`config.mk`:
```
export PLATFORM = sky130hd
export DESIGN_NAME = uri_component_splitter
export DESIGN_NICKNAME = d
export VERILOG_FILES = /design/src/sv/ucs_pkg.sv /design/src/sv/ucs_step.sv /design/src/sv/uri_component_splitter.sv
export SDC_FILE = /design/constraint.sdc
export NUM_CORES = 1
export LEC_CHECK = 0
export ABC_AREA = 0
export BUFFER_PORTS_ARGS = -buffer_cell sky130_fd_sc_hd__buf_2
export CORE_ASPECT_RATIO = 1.5
export CORE_UTILIZATION = 55
export CTS_BUF_LIST = sky130_fd_sc_hd__clkbuf_4 sky130_fd_sc_hd__clkbuf_8 sky130_fd_sc_hd__clkbuf_16
export CTS_CLUSTER_SIZE = 25
export DETAILED_ROUTE_END_ITERATION = 10
export GPL_TIMING_DRIVEN = 0
export PLACE_DENSITY = 0.87
export SETUP_SLACK_MARGIN = 0.5
export SLEW_MARGIN = 25
export SYNTH_ARGS = -nofsm -noshare
export SYNTH_HDL_FRONTEND = slang
export SYNTH_SLANG_ARGS = --single-unit
```
`constraint.sdc`:
```
create_clock -name clk_i -period 2.11 [get_ports clk_i]
set_input_delay 0.1055 -clock clk_i [delete_from_list [all_inputs] [get_ports clk_i]]
set_output_delay 0.1055 -clock clk_i [all_outputs]
set_load 0.005 [all_outputs]
```
`src/sv/ucs_pkg.sv`:
```
// Shared types, codes and constants for the URI component splitter.
`timescale 1ns / 1ps

package ucs_pkg;

  // Parse phase codes
  localparam logic [2:0] PH_SCHEME = 3'd0;
  localparam logic [2:0] PH_SLASH1 = 3'd1;
  localparam logic [2:0] PH_SLASH2 = 3'd2;
  localparam logic [2:0] PH_AUTH   = 3'd3;
  localparam logic [2:0] PH_PATH   = 3'd4;
  localparam logic [2:0] PH_QUERY  = 3'd5;
  localparam logic [2:0] PH_ERROR  = 3'd6;

  // Part tags
  localparam logic [2:0] PART_NONE   = 3'd0;
  localparam logic [2:0] PART_SCHEME = 3'd1;
  localparam logic [2:0] PART_AUTH   = 3'd2;
  localparam logic [2:0] PART_PATH   = 3'd3;
  localparam logic [2:0] PART_QUERY  = 3'd4;

  // Delimiters
  localparam logic [7:0] CH_NUL      = 8'h00;
  localparam logic [7:0] CH_SLASH    = 8'h2F;
  localparam logic [7:0] CH_COLON    = 8'h3A;
  localparam logic [7:0] CH_QUESTION = 8'h3F;
  localparam logic [7:0] CH_PLUS     = 8'h2B;
  localparam logic [7:0] CH_MINUS    = 8'h2D;
  localparam logic [7:0] CH_DOT      = 8'h2E;

  localparam logic [2:0] SCHEME_HTTP_LEN = 3'd4;
  localparam logic [2:0] SCHEME_LEN_MAX  = 3'd5;

  typedef struct packed {
    logic [2:0] phase;
    logic [2:0] scheme_len;
    logic       scheme_mismatch;
  } parse_state_t;

  typedef struct packed {
    logic [7:0] out_char;
    logic [2:0] part;
    logic       done_res;
    logic       bad_request;
  } parse_result_t;

  // Letters of the only scheme accepted
  function automatic logic [7:0] http_char(input logic [1:0] idx);
    logic [7:0] c;
    case (idx)
      2'd0:    c = 8'h68; // h
      2'd1:    c = 8'h74; // t
      2'd2:    c = 8'h74; // t
      default: c = 8'h70; // p
    endcase
    return c;
  endfunction

endpackage

```
`src/sv/ucs_step.sv`:
```
// Next-state and result logic for one URI byte.
`timescale 1ns / 1ps

module ucs_step (
  input  ucs_pkg::parse_state_t  state_i,
  input  logic [7:0]             ch_i,
  output ucs_pkg::parse_state_t  state_o,
  output ucs_pkg::parse_result_t result_o
);
  import ucs_pkg::*;

  logic       is_upper;
  logic       is_lower;
  logic       is_extra;
  logic [7:0] lc_char;
  logic       push;
  logic [7:0] push_char;
  logic       term_bad;

  assign is_upper = (ch_i >= 8'h41) && (ch_i <= 8'h5A);
  assign is_lower = (ch_i >= 8'h61) && (ch_i <= 8'h7A);
  assign is_extra = ((ch_i >= 8'h30) && (ch_i <= 8'h39)) || (ch_i == CH_PLUS) ||
                    (ch_i == CH_MINUS) || (ch_i == CH_DOT);
  assign lc_char  = is_upper ? (ch_i + 8'd32) : ch_i;
  assign push_char = lc_char;

  // Bad at terminator: path never reached, or a scheme other than http
  assign term_bad = ((state_i.phase != PH_PATH) && (state_i.phase != PH_QUERY)) ||
                    ((state_i.scheme_len != 3'd0) &&
                     (state_i.scheme_mismatch || (state_i.scheme_len != SCHEME_HTTP_LEN)));

  always_comb begin
    logic [2:0] phase_n;
    logic [2:0] part_n;
    phase_n = state_i.phase;
    part_n  = PART_NONE;
    push    = 1'b0;
    unique case (state_i.phase)
      PH_SCHEME: begin
        if (ch_i == CH_SLASH) begin
          if (state_i.scheme_len == 3'd0) begin
            part_n  = PART_PATH;
            phase_n = PH_PATH;
          end else begin
            phase_n = PH_ERROR;
          end
        end else if (ch_i == CH_COLON) begin
          phase_n = PH_SLASH1;
        end else if (is_upper || is_lower) begin
          push   = 1'b1;
          part_n = PART_SCHEME;
        end else if (is_extra) begin
          if (state_i.scheme_len == 3'd0) begin
            phase_n = PH_ERROR;
          end else begin
            push   = 1'b1;
            part_n = PART_SCHEME;
          end
        end else begin
          phase_n = PH_ERROR;
        end
      end
      PH_SLASH1: phase_n = (ch_i == CH_SLASH) ? PH_SLASH2 : PH_ERROR;
      PH_SLASH2: phase_n = (ch_i == CH_SLASH) ? PH_AUTH : PH_ERROR;
      PH_AUTH: begin
        if (ch_i == CH_SLASH) begin
          part_n  = PART_PATH;
          phase_n = PH_PATH;
        end else begin
          part_n = PART_AUTH;
        end
      end
      PH_PATH: begin
        if (ch_i == CH_QUESTION) begin
          phase_n = PH_QUERY;
        end else begin
          part_n = PART_PATH;
        end
      end
      PH_QUERY: part_n = PART_QUERY;
      default:  phase_n = PH_ERROR;
    endcase

    state_o = state_i;
    state_o.phase = phase_n;
    if (push) begin
      if (state_i.scheme_len < SCHEME_HTTP_LEN) begin
        if (push_char != http_char(state_i.scheme_len[1:0])) begin
          state_o.scheme_mismatch = 1'b1;
        end
      end else begin
        state_o.scheme_mismatch = 1'b1;
      end
      if (state_i.scheme_len < SCHEME_LEN_MAX) begin
        state_o.scheme_len = state_i.scheme_len + 3'd1;
      end
    end

    result_o.done_res = 1'b0;
    if (phase_n == PH_ERROR) begin
      result_o.out_char    = ch_i;
      result_o.part        = PART_NONE;
      result_o.bad_request = 1'b1;
    end else begin
      // Lowercase scheme bytes only; every other byte passes as it is
      result_o.out_char    = push ? lc_char : ch_i;
      result_o.part        = part_n;
      result_o.bad_request = 1'b0;
    end

    // Terminator: report and return to the start of a URI
    if (ch_i == CH_NUL) begin
      state_o.phase           = PH_SCHEME;
      state_o.scheme_len      = 3'd0;
      state_o.scheme_mismatch = 1'b0;
      result_o.out_char       = CH_NUL;
      result_o.part           = PART_NONE;
      result_o.done_res       = 1'b1;
      result_o.bad_request    = term_bad;
    end
  end

endmodule

```
`src/sv/uri_component_splitter.sv`:
```
// Top level of the URI component splitter: parse state and result register.
`timescale 1ns / 1ps

// Takes a request URI one byte per item (byte 0 ends it) and returns one result
// item per byte: the byte (scheme letters lowercased), its part tag (scheme,
// authority, path, query, or none for a dropped delimiter), a done flag on the
// terminator and a sticky bad-request flag. The parse state updates at
// acceptance and the result is held in a single output register, so a new
// byte is accepted every cycle while the output is taken; the result is valid
// in the cycle after acceptance. The parse state is the only loop through the
// step logic.
module uri_component_splitter (
  input  logic       clk_i,
  input  logic       rst_ni,
  input  logic       in_valid_i,
  output logic       in_stall_o,
  input  logic [7:0] ch_i,
  output logic       out_valid_o,
  input  logic       out_stall_i,
  output logic [7:0] out_char_o,
  output logic [2:0] part_o,
  output logic       done_res_o,
  output logic       bad_request_o
);
  import ucs_pkg::*;

  parse_state_t  state_q, state_d;
  parse_result_t result_q, result_d;
  logic          out_valid_q;
  logic          in_accept;

  // Hold the input while a finished item waits on a stalled output
  assign in_stall_o = out_valid_q && out_stall_i;
  assign in_accept  = in_valid_i && !in_stall_o;

  ucs_step u_step (
    .state_i  (state_q),
    .ch_i     (ch_i),
    .state_o  (state_d),
    .result_o (result_d)
  );

  // Advance the parse state on every accepted item
  always_ff @(posedge clk_i or negedge rst_ni) begin
    if (!rst_ni) begin
      state_q.phase           <= PH_SCHEME;
      state_q.scheme_len      <= 3'd0;
      state_q.scheme_mismatch <= 1'b0;
      out_valid_q             <= 1'b0;
    end else begin
      if (in_accept) begin
        state_q <= state_d;
      end
      if (in_accept) begin
        out_valid_q <= 1'b1;
      end else if (!out_stall_i) begin
        out_valid_q <= 1'b0;
      end
    end
  end

  // Result register: load whenever an item is accepted
  always_ff @(posedge clk_i) begin
    if (in_accept) begin
      result_q <= result_d;
    end
  end

  assign out_valid_o   = out_valid_q;
  assign out_char_o    = result_q.out_char;
  assign part_o        = result_q.part;
  assign done_res_o    = result_q.done_res;
  assign bad_request_o = result_q.bad_request;

endmodule
```
==> Yosys cells after proc, flatten, opt, wreduce, memory -nomap -nowiden <==
Cells that the tools add are included.
{ "word_totals": {"elab_cells": 104, "reg_bits": 21, "input_bits": 12} }
{ "op_classes": {"reduce_logical": 25, "n_lt_le_gt_ge": 8, "n_eq_ne": 20, "n_addsub": 2, "muxes": 41} }
{ "op_table": {"columns": ["operator", "count"], "rows": [
  ["equality test 8 x 6 -> 1 bit (second input constant)", 6],
  ["two-way mux 3 bit", 14],
  ["two-way mux 8 bit", 4],
  ["case mux 3 bit (6 select lines)", 1],
  [">= comparator 8 x 7 -> 1 bit (second input constant)", 2],
  ["<= comparator 8 x 7 -> 1 bit (second input constant)", 2],
  ["two-way mux 1 bit", 13],
  ["inequality test 3 bit (second input constant)", 4],
  ["case mux 3 bit (4 select lines)", 1],
  ["two-way mux 11 bit", 1],
  ["case mux 5 bit (2 select lines)", 1],
  ["equality test 3 bit (second input constant)", 3],
  ["adder 8 x 6 -> 8 bit (second input constant)", 1],
  [">= comparator 8 x 6 -> 1 bit (second input constant)", 1],
  ["<= comparator 8 x 6 -> 1 bit (second input constant)", 1],
  ["logical NOT 8 bit", 1],
  ["two-way mux 2 bit", 4],
  ["inequality test 8 bit", 1],
  ["logical AND 1 bit", 7],
  ["two-way mux 7 bit", 1],
  ["equality test 3 x 2 -> 1 bit (second input constant)", 2],
  ["logical NOT 3 bit", 2],
  ["logical OR 1 bit", 6],
  ["less-than comparator 3 bit (second input constant)", 2],
  ["other kinds (12)", 15]
]} }

==> Longest topological paths before layout <==
{ "depth": {"word_depth": 16, "depth_mapped": 9, "depth_no_buf": 8} }

==> Hierarchy <==
A second synthesis with hierarchy kept.
{ "unflattened": {"cells_unflattened": 141, "hier_area_um2": 1451.4} }
{ "modules_own_cells": {"columns": ["module", "seq_area_each_um2", "cells_per_inst", "n_inst", "area_per_inst_um2"], "rows": [
  ["ucs_step", 0.0, 110, 1, 750.7],
  ["uri_component_splitter", 590.6, 31, 1, 700.7]
]} }

==> Worst setup path after synthesis <==
No wires, ideal clock.
{ "synth_timing": {"path_type": "input -> register", "from": "input port ch_i[3]", "to": "register result_q (netlist bit bad_request_o) (data pin)", "cell_stages": 7, "path_buffers": 2, "path_slack_ns": 0.151, "setup_ns": 0.268, "required_ns": 1.842, "arrival_ns": 1.691, "cell_sequence": "buf_4 > or4_4 > or2_0 > or4_1 > buf_2 > o31ai_1 > o32ai_1"} }
{ "synth_rtl": {"columns": ["item", "line_no", "text"], "rows": [
  ["start, declared", "uri_component_splitter.sv:17", "input logic [7:0] ch_i,"],
  ["end signal, assigned", "uri_component_splitter.sv:65", "result_q <= result_d;"],
  ["end, declared", "uri_component_splitter.sv:28", "parse_result_t result_q, result_d;"]
]} }

==> results.py <==
metrics = {
    "finish": {
        "nets": 208,
        "finalNonFillerCells": 214,
        "final_util": 0.756,
        "n_antenna_cell": 0,
        "stdcell_area_um2": 1850,
        "syn2layout_area_growth_pct": 30.5,
        "drive_gt1_frac": 0.384,
    },
    "power_and_ir_drop": {
        "clkPwrFrac": 0.150,
        "seq_power_share": 0.387,
        "p_switching_mw": 0.536,
        "pwr_density_cell_nw_per_um2": 782,
        "power.leakage_nw": 0.722,
        "power_frac_comb": 0.464,
        "p_int_mw": 0.914,
        "power_mw": 1.45,
        "p_sw_frac": 0.370,
        "peakVddDrop_v": 0.000817,
    },
    "yosys": {
        "ys_top_cells_by_area": "edfxtp_1 27%, dfrtp_1 14%, ha_1 4.4%",
        "avgSynthCellArea_um2": 9.34,
        "yosys.area.top_type": "edfxtp_1",
        "ys_seq_area_frac": 0.416,
        "synth.distinct_cells": 54,
        "synth_top_area_share": 0.275,
        "ys_top_cells_by_count": "13 x edfxtp_1, 13 x nand2_1, 13 x nor2_1, 10 x a21oi_1, 8 x dfrtp_1",
        "synth_area_um2": 1420,
        "async_flop_share": 0.381,
        "synth_seq_cells": 21,
        "syn_nets": 169,
        "synth-edff-count": 13,
        "yosysWarningCount": 0,
        "synthFlopType": "edfxtp_1",
        "synth_cells": 152,
    },
    "sta": {
        "skew_ns": 0.00859,
        "final-setup-viol-count": 0,
        "tns_ns": 0,
        "slew_violations": 0,
        "hold_viol": 0,
        "period_share": 0.841,
        "slew_headroom": 0.659,
        "maxClockFrequency_mhz": 564,
        "tightestPinTransition_ns": 0.511,
        "rsz0062_at_grt": "yes",
        "period_minus_slack_ns": 1.77,
    },
    "critical_path": {
        "endpoint_kind": "flop",
        "path_delay_family": "simple AND/OR/NAND/NOR gates",
        "path_class": "flop to flop",
        "path_cells": "inv_2, ha_4, nand2b_4, or3_4, nor2_2, nor2_1, o211ai_1, o32ai_1",
        "crit_path_start_kind": "flop",
        "required_ns": 2.19,
        "cp_max_fo": 3,
        "ff2ff_path_depth": 8,
        "slowest_stage": "dfrtp_1",
        "cp_slowest_stage_delay_ns": 0.43,
        "critical_path_depth": 8,
        "cp.buffers_inverters": 1,
        "arrival_ns": 1.85,
    },
    "cts": {
        "cts_buffer_depth": 2,
        "clk_pin_slew_ns": 0.12,
        "cts_tree": "done",
        "ctsHtreeMaxLevel": 1,
        "clk_latency_ns": 0.32,
        "clockRootBuffer": "clkbuf_4",
        "cts_num_sinks": 21,
        "cts_buffers": 3,
    },
    "run": {
        "max-cap-violations": 0,
    },
    "floorplanning": {
        "die_h_um": 64.2,
        "die_x_um": 43.5,
        "dieArea_um2": 2790,
        "start_util": 0.580,
        "ios": 27,
        "rows": 22,
        "core_um2": 2450,
    },
    "routing": {
        "drcViolationCount": 4,
        "wirelength_um": 3600,
        "drt-initial-drc-count": 84,
        "dr.pass1.iters": 7,
        "ant_nets": 0,
        "vias": 1343,
        "vias_per_cell": 6.28,
        "routedWlPerCell_um": 16.8,
    },
    "placed_design": {
        "placed_cell_area_um2": 1620,
        "numPortBuffers": 23,
        "dpl.hpwl_um": 2480,
        "gp_congestion": 0.856,
        "numPlacedInstances": 199,
    },
    "global_routing": {
        "antenna_found_initial": 0,
        "grt_pass1_vias": 1252,
        "grt_pass1_wl_um": 5550,
        "overflow": 0,
        "grt_use_total": 0.268,
        "grt_max_degree": 21,
    },
    "outcome": {
        "status": "finished with violations",
        "violations": "DRC",
    },
    "worst_hold_path": {
        "min_path_cells": 3,
        "hold_class": "input pin to flop",
    },
}
power by group through the flow:
stage	sequential [mW]	combinational [mW]	clock, mW
CTS	0.553	0.619	0.208
detailed placement	0.576	0.469	0
global route	0.564	0.731	0.227
global placement	0.570	0.445	0
finish	0.560	0.672	0.217
floorplan	0.562	0.351	0
worst min-delay path, stage by stage:
cell      delay (ns)
buf_2           0.07
nand2_1         0.07
nand2b_1        0.07
cell usage in the layout, fill, tap and decap left out, drive strengths merged, types with 3 or more instances in the layout:
| cell type | synthesis | layout |
|---|---|---|
| buf | 4 | 36 |
| nand2 | 14 | 14 |
| edfxtp | 13 | 13 |
| nor2 | 13 | 13 |
| a21oi | 10 | 10 |
| clkbuf | 6 | 10 |
| dfrtp | 8 | 8 |
| inv | 8 | 8 |
| o21ai | 7 | 7 |
| ha | 5 | 5 |
| nand3 | 4 | 4 |
| nand2b | 4 | 4 |
| or4 | 4 | 4 |
| nor3 | 4 | 4 |
| xor2 | 3 | 3 |
| or2 | 3 | 3 |
| o31ai | 3 | 3 |
cells by family after synthesis:
group | after synthesis | synth area share
XOR/XNOR | 5 | 0.0308
AND/OR/NAND/NOR | 60 | 0.236
multiplexers | 2 | 0.0141
adder cells (fa/ha/maj) | 5 | 0.0441
AO/OA/AOI/OAI | 39 | 0.193
buffers and inverters | 20 | 0.0661
flip-flops | 21 | 0.416
registers in the layout, indices dropped and copies added, names as in the netlist:
name and count:
done_res_o 1, bad_request_o 1, out_char_o 8, part_o 3, out_valid_o 1, state_q 7
path summary, 6_finish.rpt:
path	start	endpoint	slack, ns
max	state_q[1]$_DFFE_PN0P_	bad_request_o$_DFFE_PP_	0.34
min	out_stall_i	out_valid_o$_DFFE_PN0P_	0.02
max reg2reg	state_q[1]$_DFFE_PN0P_	bad_request_o$_DFFE_PP_	0.34
min reg2reg	out_valid_o$_DFFE_PN0P_	out_valid_o$_DFFE_PN0P_	0.52
max in group asynchronous	rst_ni	state_q[6]$_DFFE_PN0P_	1.78
min in group asynchronous	rst_ni	state_q[3]$_DFFE_PN0P_	0.14
layout make-up:
type | count | area [um^2]
Multi-Input combinational cell | 111 | 882
Fill cell | 170 | 597
Sequential cell | 21 | 592
Timing Repair Buffer | 34 | 203
Buffer | 11 | 76.3
Inverter | 9 | 40.0
Clock buffer | 4 | 30.0
Tap cell | 24 | 30.0
repair_timing:
| item | 4_1_cts | 5_1_grt |
|---|---|---|
| endpoints found under the hold margin | 9 | 0 |
| hold buffers | 2 | 0 |
| setup endpoints to repair | 11 | 14 |
| buffers inserted | 4 | 5 |
| pin swaps | 7 | 7 |
| gates resized for setup | 14 | 13 |
layer usage:
metal  GRT usage  routed length (um)  vias up
li1            -                   -      636
met1       0.288                1330      628
met2       0.492                1940       62
met3      0.0282                 170       17
met4       0.141                 159        0
met5           0                   0        -
stage by stage:
step           setup slack [ns]  hold WS, ns
3_3_place_gp             0.0952      -0.0471
4_1_cts                   0.353       0.0364
2_1_floorplan             0.209       -0.190
6_report                  0.336       0.0175
5_1_grt                   0.276       0.0383
3_5_place_dp             0.0323      -0.0386
Note: power is estimated with default switching activity, not from simulation.
